===== config.mk =====
export PLATFORM = sky130hd
export DESIGN_NAME = joint_limit_scaled_p_controller
export DESIGN_NICKNAME = d
export VERILOG_FILES = /design/src/design/jlsp_pkg.sv /design/src/design/joint_limit_scaled_p_controller.sv /design/src/design/jlsp_cfg_regs.sv /design/src/design/jlsp_mul.sv
export SDC_FILE = /design/constraint.sdc
export NUM_CORES = 2
export LEC_CHECK = 0
export BUFFER_PORTS_ARGS = -buffer_cell sky130_fd_sc_hd__buf_2
export CORE_ASPECT_RATIO = 0.75
export CORE_MARGIN = 1
export CORE_UTILIZATION = 30
export DETAILED_ROUTE_END_ITERATION = 10
export GPL_TIMING_DRIVEN = 0
export PLACE_DENSITY = 0.54
export RECOVER_POWER = 100
export SYNTH_ARGS = -nofsm -noshare
export SYNTH_HDL_FRONTEND = slang
export SYNTH_SLANG_ARGS = --single-unit

===== constraint.sdc =====
create_clock -name clk -period 13.9 [get_ports clk]
set_input_delay 1.39 -clock clk [delete_from_list [all_inputs] [get_ports clk]]
set_output_delay 1.39 -clock clk [all_outputs]
set_load 0.01 [all_outputs]

===== src/design/jlsp_pkg.sv =====
// Shared types, constants and the logistic table of the joint limit scaled P controller.
package jlsp_pkg;

  localparam int JOINTS = 6;
  localparam logic [2:0] LAST_JOINT = 3'(JOINTS - 1);

  localparam int CFG_DATA_W = 16;
  localparam int MUL_W      = 17;
  localparam int PROD_W     = 2 * MUL_W;

  typedef enum logic [2:0] {
    REG_FIRST_LOW  = 3'd0,
    REG_FIRST_HIGH = 3'd1,
    REG_OTHER_LOW  = 3'd2,
    REG_OTHER_HIGH = 3'd3,
    REG_SHARP_LOW  = 3'd4,
    REG_SHARP_HIGH = 3'd5,
    REG_LOOP_GAIN  = 3'd6,
    REG_STOP_THR   = 3'd7
  } reg_idx_t;

  typedef struct packed {
    logic signed [15:0] first_low;
    logic signed [15:0] first_high;
    logic signed [15:0] other_low;
    logic signed [15:0] other_high;
    logic        [7:0]  sharp_low;
    logic        [7:0]  sharp_high;
    logic        [15:0] loop_gain;
    logic        [14:0] stop_thr;
  } cfg_t;

  // g(x) = 1/(1+exp(x)) in Q0.16 at steps of 0.5 from x = 0 to 12.
  localparam logic [15:0] LOGIT_TAB [25] = '{
    16'd32768, 16'd24743, 16'd17625, 16'd11955, 16'd7812, 16'd4971, 16'd3108,
    16'd1921,  16'd1179,  16'd720,   16'd439,   16'd267,  16'd162,  16'd98,
    16'd60,    16'd36,    16'd22,    16'd13,    16'd8,    16'd5,    16'd3,
    16'd2,     16'd1,     16'd1,     16'd0
  };

  typedef enum logic [11:0] {
    ST_IDLE = 12'b000000000001,
    ST_A_LO = 12'b000000000010,
    ST_D_LO = 12'b000000000100,
    ST_A_HI = 12'b000000001000,
    ST_D_HI = 12'b000000010000,
    ST_SQ   = 12'b000000100000,
    ST_SC   = 12'b000001000000,
    ST_SUM  = 12'b000010000000,
    ST_K    = 12'b000100000000,
    ST_RND  = 12'b001000000000,
    ST_R    = 12'b010000000000,
    ST_OUT  = 12'b100000000000
  } state_t;

endpackage


===== src/design/joint_limit_scaled_p_controller.sv =====
// Top level: sequencer around one shared multiplier for the joint limit scaled P controller.
//
//   channel | direction | handshake         | payload
//   in_     | input     | in_valid/in_ready | joint_index, measured_angle, target_angle
//   out_    | output    | out_valid/out_ready | commanded_angle, sample_complete, target_reached
//   cfg_    | input     | cfg_we            | cfg_index, cfg_wdata
//
// For each item the single multiplier forms nine products one after the other (two
// logistic arguments, two interpolations, the squared error, the three steps of the gain
// chain and the squared threshold), and the result register loads after the last of them.
// Reset (rst_n low at a clock edge) clears the sequencer, the output valid and the error sum.
// A new input beat is taken while a finished result still waits in the output register;
// the sequencer only holds in its last step when that register is still full.
module joint_limit_scaled_p_controller
  import jlsp_pkg::*;
(
  input  logic                  clk,
  input  logic                  rst_n,
  input  logic                  in_valid,
  output logic                  in_ready,
  input  logic [2:0]            in_joint_index,
  input  logic signed [15:0]    in_measured_angle,
  input  logic signed [15:0]    in_target_angle,
  output logic                  out_valid,
  input  logic                  out_ready,
  output logic signed [15:0]    out_commanded_angle,
  output logic                  out_sample_complete,
  output logic                  out_target_reached,
  input  logic                  cfg_we,
  input  logic [2:0]            cfg_index,
  input  logic [CFG_DATA_W-1:0] cfg_wdata
);

  cfg_t cfg;

  jlsp_cfg_regs u_cfg (
    .clk       (clk),
    .rst_n     (rst_n),
    .cfg_we    (cfg_we),
    .cfg_index (cfg_index),
    .cfg_wdata (cfg_wdata),
    .cfg_o     (cfg)
  );

  state_t state_r, state_nxt;

  logic [MUL_W-1:0]  mul_a, mul_b;
  logic              mul_en;
  logic [PROD_W-1:0] prod;

  jlsp_mul u_mul (
    .clk    (clk),
    .en     (mul_en),
    .a_i    (mul_a),
    .b_i    (mul_b),
    .prod_o (prod)
  );

  // Item registers.
  logic [2:0]         joint_r;
  logic signed [15:0] q_r;
  logic [15:0]        mag_r, dlo_mag_r, dhi_mag_r;
  logic               err_neg_r, dlo_neg_r, dhi_neg_r;
  logic [15:0]        base_r;
  logic               sat_r;
  logic [16:0]        lo_r, hi_r, scale_r, k_r;
  logic [31:0]        sq_r;
  logic [29:0]        thr2_r;
  logic [39:0]        sum_r;

  logic               out_valid_r;
  logic signed [15:0] cmd_r;
  logic               complete_r, reached_r;

  // Input side differences.
  logic signed [15:0] lo_lim, hi_lim;
  logic signed [16:0] err_in, dlo_in, dhi_in;

  always_comb begin
    lo_lim = (in_joint_index == 3'd0) ? cfg.first_low  : cfg.other_low;
    hi_lim = (in_joint_index == 3'd0) ? cfg.first_high : cfg.other_high;
    err_in = 17'(in_target_angle) - 17'(in_measured_angle);
    dlo_in = 17'(lo_lim) - 17'(in_measured_angle);
    dhi_in = 17'(in_measured_angle) - 17'(hi_lim);
  end

  // Table lookup from the logistic argument magnitude held in the product register.
  logic        tab_sat;
  logic [4:0]  tab_idx;
  logic [15:0] tab_base;
  logic [12:0] tab_drop;
  logic [10:0] tab_frac;

  always_comb begin
    tab_sat  = (prod[23:11] >= 13'd24);
    tab_idx  = tab_sat ? 5'd23 : prod[15:11];
    tab_base = LOGIT_TAB[tab_idx];
    tab_drop = 13'(tab_base - LOGIT_TAB[tab_idx + 5'd1]);
    tab_frac = prod[10:0];
  end

  // Interpolation finish: the product register holds drop * frac.
  logic [24:0] interp_sum;
  logic [15:0] g_val;
  logic [16:0] g_pos, g_neg;

  always_comb begin
    interp_sum = {1'b0, prod[23:0]} + 25'd1024;
    g_val      = sat_r ? 16'd0 : base_r - 16'(interp_sum[24:11]);
    g_pos      = {1'b0, g_val};
    g_neg      = 17'd65536 - {1'b0, g_val};
  end

  // Rounded Q16 shifts of the product.
  logic [PROD_W-1:0] prod_rnd;
  logic [16:0]       rnd16;

  always_comb begin
    prod_rnd = prod + PROD_W'(32768);
    rnd16    = prod_rnd[32:16];
  end

  // Sum update and command.
  logic [40:0]        sum_add;
  logic signed [17:0] cmd_wide;
  logic signed [15:0] cmd_sat;
  logic               last_joint, out_go;

  always_comb begin
    sum_add    = {1'b0, sum_r} + {9'd0, sq_r};
    cmd_wide   = err_neg_r ? (18'(q_r) - {1'b0, rnd16}) : (18'(q_r) + {1'b0, rnd16});
    if (cmd_wide[17:15] == 3'b000 || cmd_wide[17:15] == 3'b111) begin
      cmd_sat = cmd_wide[15:0];
    end else begin
      cmd_sat = cmd_wide[17] ? 16'sh8000 : 16'sh7FFF;
    end
    last_joint = (joint_r == LAST_JOINT);
    out_go     = (state_r == ST_OUT) && (!out_valid_r || out_ready);
  end

  // Multiplier operand selection.
  always_comb begin
    mul_en = (state_r != ST_IDLE) && (state_r != ST_OUT);
    unique case (state_r)
      ST_A_LO: begin
        mul_a = {1'b0, dlo_mag_r};
        mul_b = {9'd0, cfg.sharp_low};
      end
      ST_D_LO, ST_D_HI: begin
        mul_a = {4'd0, tab_drop};
        mul_b = {6'd0, tab_frac};
      end
      ST_A_HI: begin
        mul_a = {1'b0, dhi_mag_r};
        mul_b = {9'd0, cfg.sharp_high};
      end
      ST_SQ: begin
        mul_a = {1'b0, mag_r};
        mul_b = {1'b0, mag_r};
      end
      ST_SC: begin
        mul_a = lo_r;
        mul_b = hi_r;
      end
      ST_K: begin
        mul_a = {1'b0, cfg.loop_gain};
        mul_b = scale_r;
      end
      ST_RND: begin
        mul_a = {2'd0, cfg.stop_thr};
        mul_b = {2'd0, cfg.stop_thr};
      end
      ST_R: begin
        mul_a = {1'b0, mag_r};
        mul_b = k_r;
      end
      default: begin
        mul_a = '0;
        mul_b = '0;
      end
    endcase
  end

  // Sequencer.
  always_comb begin
    unique case (state_r)
      ST_IDLE: state_nxt = in_valid ? ST_A_LO : ST_IDLE;
      ST_A_LO: state_nxt = ST_D_LO;
      ST_D_LO: state_nxt = ST_A_HI;
      ST_A_HI: state_nxt = ST_D_HI;
      ST_D_HI: state_nxt = ST_SQ;
      ST_SQ:   state_nxt = ST_SC;
      ST_SC:   state_nxt = ST_SUM;
      ST_SUM:  state_nxt = ST_K;
      ST_K:    state_nxt = ST_RND;
      ST_RND:  state_nxt = ST_R;
      ST_R:    state_nxt = ST_OUT;
      ST_OUT:  state_nxt = out_go ? ST_IDLE : ST_OUT;
      default: state_nxt = ST_IDLE;
    endcase
  end

  assign in_ready = (state_r == ST_IDLE);

  always_ff @(posedge clk) begin
    if (!rst_n) begin
      state_r     <= ST_IDLE;
      out_valid_r <= 1'b0;
      sum_r       <= '0;
    end else begin
      state_r <= state_nxt;
      if (out_go) begin
        out_valid_r <= 1'b1;
      end else if (out_ready) begin
        out_valid_r <= 1'b0;
      end
      if (state_r == ST_SUM) begin
        sum_r <= sum_add[40] ? '1 : sum_add[39:0];
      end else if (out_go && last_joint) begin
        sum_r <= '0;
      end
    end
  end

  always_ff @(posedge clk) begin
    if (in_valid && in_ready) begin
      joint_r   <= in_joint_index;
      q_r       <= in_measured_angle;
      err_neg_r <= err_in[16];
      mag_r     <= err_in[16] ? 16'(-err_in) : err_in[15:0];
      dlo_neg_r <= dlo_in[16];
      dlo_mag_r <= dlo_in[16] ? 16'(-dlo_in) : dlo_in[15:0];
      dhi_neg_r <= dhi_in[16];
      dhi_mag_r <= dhi_in[16] ? 16'(-dhi_in) : dhi_in[15:0];
    end
    if (state_r == ST_D_LO || state_r == ST_D_HI) begin
      base_r <= tab_base;
      sat_r  <= tab_sat;
    end
    // A negative argument mirrors the table: 1 - g(-x).
    if (state_r == ST_A_HI) begin
      lo_r <= dlo_neg_r ? g_neg : g_pos;
    end
    if (state_r == ST_SQ) begin
      hi_r <= dhi_neg_r ? g_neg : g_pos;
    end
    if (state_r == ST_SC) begin
      sq_r <= prod[31:0];
    end
    if (state_r == ST_SUM) begin
      scale_r <= rnd16;
    end
    if (state_r == ST_RND) begin
      k_r <= rnd16;
    end
    if (state_r == ST_R) begin
      thr2_r <= prod[29:0];
    end
    if (out_go) begin
      cmd_r      <= cmd_sat;
      complete_r <= last_joint;
      reached_r  <= last_joint && (sum_r <= {10'd0, thr2_r});
    end
  end

  assign out_valid           = out_valid_r;
  assign out_commanded_angle = cmd_r;
  assign out_sample_complete = complete_r;
  assign out_target_reached  = reached_r;

  // An input beat always starts the sequencer.
  a_start: assert property (@(posedge clk) disable iff (!rst_n)
    (in_valid && in_ready) |=> (state_r == ST_A_LO))
    else $error("sequencer did not start after an input beat");

  // The error sum is empty after the last joint's result is formed.
  a_clear: assert property (@(posedge clk) disable iff (!rst_n)
    (out_go && last_joint) |=> (sum_r == '0))
    else $error("error sum not cleared after the last joint");

  // Target reached is only reported together with a complete sample.
  a_reach: assert property (@(posedge clk) disable iff (!rst_n)
    (out_valid && !out_sample_complete) |-> !out_target_reached)
    else $error("target reached flagged on an incomplete sample");

endmodule


===== src/design/jlsp_cfg_regs.sv =====
// Configuration register file with reset values for the joint limit scaled P controller.
module jlsp_cfg_regs
  import jlsp_pkg::*;
(
  input  logic                  clk,
  input  logic                  rst_n,
  input  logic                  cfg_we,
  input  logic [2:0]            cfg_index,
  input  logic [CFG_DATA_W-1:0] cfg_wdata,
  output cfg_t                  cfg_o
);

  cfg_t cfg_r;

  always_ff @(posedge clk) begin
    if (!rst_n) begin
      cfg_r.first_low  <= -16'sd2896;
      cfg_r.first_high <= 16'sd2896;
      cfg_r.other_low  <= -16'sd12861;
      cfg_r.other_high <= 16'sd12861;
      cfg_r.sharp_low  <= 8'd20;
      cfg_r.sharp_high <= 8'd20;
      cfg_r.loop_gain  <= 16'd3277;
      cfg_r.stop_thr   <= 15'd410;
    end else if (cfg_we) begin
      unique case (reg_idx_t'(cfg_index))
        REG_FIRST_LOW:  cfg_r.first_low  <= cfg_wdata;
        REG_FIRST_HIGH: cfg_r.first_high <= cfg_wdata;
        REG_OTHER_LOW:  cfg_r.other_low  <= cfg_wdata;
        REG_OTHER_HIGH: cfg_r.other_high <= cfg_wdata;
        REG_SHARP_LOW:  cfg_r.sharp_low  <= cfg_wdata[7:0];
        REG_SHARP_HIGH: cfg_r.sharp_high <= cfg_wdata[7:0];
        REG_LOOP_GAIN:  cfg_r.loop_gain  <= cfg_wdata;
        REG_STOP_THR:   cfg_r.stop_thr   <= cfg_wdata[14:0];
        default: ;
      endcase
    end
  end

  assign cfg_o = cfg_r;

endmodule


===== src/design/jlsp_mul.sv =====
// Shared unsigned multiplier with a registered product.
module jlsp_mul
  import jlsp_pkg::*;
(
  input  logic              clk,
  input  logic              en,
  input  logic [MUL_W-1:0]  a_i,
  input  logic [MUL_W-1:0]  b_i,
  output logic [PROD_W-1:0] prod_o
);

  logic [PROD_W-1:0] prod_r;

  always_ff @(posedge clk) begin
    if (en) begin
      prod_r <= a_i * b_i;
    end
  end

  assign prod_o = prod_r;

endmodule

==> metrics.txt <==
min Tclk post-route=13.27 ns; Area Overhead vs Synth=10.9%; Clk Latency, worst-skew pair=0.64 ns; Rel. slew slack=-1.25; uppermost layer routed=met5; Fin Clk Skew=0.0397 ns; CORE AREA=116000 sq um; Hold Crit Class=register to register; RD Place Congestion=0.947; nets=4553; CP arrival=13.62 ns; dpl cell area=37500 sq um; Overflow after GRT=0; Routed met2 length=46400 um; status=complete, but fails checks; share of cells above drive strength 1=0.0469; Synth Flop Type=edfxtp_1; Initial Utilization=0.303; Num Clock Sinks=432; DR WL/cell=22.0 um; Worst VDD drop=0.0000858 V; cts hold-fix bufs=0; fmax=75.4 MHz; Slew Limit Fails=305; Residual DRC=0; register area share after synthesis=0.324; DR iter-0 viols=3119; PwrDens=93.0 nW/um^2; Gate Count Post-Synth=3865; Crit Path Max Fanout=10; CTS tree=done; Synth Warn #=0; GRT Overall Usage=0.203; Buffers on Ports=67; chip height=298 um; Post-Syn Area per Cell=9.06 sq um; htree depth=2; worst-margin pin slew=3.37 ns; Bufs on Longest Clock Path=3; clk slew on worst S/H paths=0.06 ns; CP endpoint kind=register; num rows=108; Hold Fails Final Rpt=0; Detailed Place HPWL=96200 um; die extent in x=396 um; Post-Place Cells=5479; cell mode on critical path=fa_1; vias in the first global route=26800; Num CTS Buffers=47; commonest cells after routing, fill and taps aside=635 x nand2_1, 403 x inv_1, 287 x nor2_1, 271 x ha_1, 268 x edfxtp_1; Routed WL=123000 um; First-pass DRT Iterations=8; Setup CP Type=register to register; final-report setup violation count=0; commonest non-fill, non-tap cell in the layout=nand2_1; final non-filler cell total=5571; final core occ=0.336; period utilization=0.955; final instance area=38800 sq um; RSZ-0062 raised after global routing=false; asr flop ratio synth=0; syn_nets=4426; Antenna diodes=0; CP max stage cell=fa_1; full die area=118000 sq um; crit start category=register; r2r worst-path depth=46; mapped cell area=35000 sq um; met3 WL=16200 um; post-route ant nets=0; WHS Path Cells=2; FF+latch count, synth=432; Worst EP required=14.25 ns; via count=28800; first-pass GRT wire length=178000 um; initial antenna violation count=5; largest stage delay on the critical path=0.57 ns; Static Leak=16.3 nW; Synth cell types=90; via density per instance=5.17; M1 WL=57000 um; EDFF count, synth=268; # IOs=79; max-cap viol count=10; failing checks=capacitance limit, slew limit; largest net degree at the start of global routing=61; root buffer cell=clkbuf_16
[cells in the mapped netlist, types with 32 or more instances]
library cell	count	area, sq um
edfxtp_1	268	8050
clkbuf_1	121	454
xor2_1	74	648
a22oi_1	53	398
a21o_1	53	398
xnor2_1	166	1450
nor2b_1	43	269
dfxtp_1	164	3280
a21boi_0	91	683
and2_1	53	332
nand3_1	95	475
ha_1	272	3400
o21a_1	35	263
fa_1	230	4600
nand2_1	635	2380
a21oi_1	169	846
nor3_1	48	240
nor2_1	289	1080
o21ai_0	157	786
a31oi_1	32	200
inv_1	404	1520
[worst max-delay path: cells and delay by family (launching register included)]
kind / cells / cell delay [ns]
fa+ha+maj: 9 / 4.26
compound gates: 16 / 3.57
simple gates: 11 / 1.97
buf+inv: 7 / 1.52
xor+xnor: 3 / 1.10
flops: 1 / 0.54
[area by class of cell]
class / instances / area [sq um]
buffer: 148 / 623
clock buffer: 53 / 1210
clock inverter: 35 / 310
fill: 12100 / 76800
inverter: 408 / 1540
multi-input combinational: 2874 / 21500
sequential: 432 / 11300
tap: 1540 / 1930
timing repair buffer: 81 / 364
[final timing paths]
kind                                        from               end  slack [ns]
worst max-delay path            u_mul.prod_o[13]  u_mul.prod_o[29]        0.63
worst min-delay path             u_cfg.cfg_o[57]   u_cfg.cfg_o[57]        0.46
worst max register to register  u_mul.prod_o[13]  u_mul.prod_o[29]        0.63
worst min register to register   u_cfg.cfg_o[57]   u_cfg.cfg_o[57]        0.46
[sequential cells by signal, indices dropped and copies added, names as in the netlist, 3 cells and up]
register and count:
hi_r 17, k_r 17, sum_r 40, u_mul.prod_o 33
dhi_mag_r 16, thr2_r 30, q_r 16, u_cfg.cfg_o 111
lo_r 17, mag_r 16, dlo_mag_r 16, joint_r 3
scale_r 17, base_r 16, out_commanded_angle 16, sq_r 32
state_r 12
[where the power goes]
| part | switching [mW] | total, mW | leakage [nW] | internal (mW) |
|---|---|---|---|---|
| clock | 0.597 | 1.27 | 0.756 | 0.677 |
| combinational | 0.504 | 0.786 | 11.7 | 0.282 |
| sequential | 0.0803 | 1.55 | 3.84 | 1.47 |
[routing by layer]
layer,global-route usage,vias to the layer above
met5,0,-
met4,0.0480,2
met3,0.0877,164
met2,0.266,1284
met1,0.300,13900
li1,-,13400
[cell families (layout without fill, tap and decap cells)]
logic type | after synthesis | count (layout) | share of synthesized area
AO/OA/AOI/OAI | 746 | 746 | 0.141
XOR/XNOR | 241 | 241 | 0.0605
adder cells (fa/ha/maj) | 502 | 502 | 0.229
buffers and inverters | 559 | 725 | 0.0618
flip-flops | 432 | 432 | 0.324
multiplexers | 37 | 37 | 0.0112
AND/OR/NAND/NOR | 1348 | 1348 | 0.174
[timing repair]
action                     CTS  global route
buffers inserted             7             0
pin swaps                    2             0
setup endpoints to repair    5            10
hold endpoints to repair     0             0
resized for setup            6            11
[through the flow]
stage / setup slack, ns / total power, mW / setup TNS [ns] / hold WS (ns)
5_1_grt: 0.0605 / 3.76 / 0 / 0.478
6_report: 0.629 / 3.61 / 0 / 0.463
2_1_floorplan: 2.87 / 2.07 / 0 / 0.435
4_1_cts: 0.0519 / 3.63 / 0 / 0.466
3_5_place_dp: -0.570 / 2.35 / -1.65 / 0.451
3_3_place_gp: -0.508 / 2.34 / -1.29 / 0.445
Note: power is estimated with default switching activity, not from simulation.
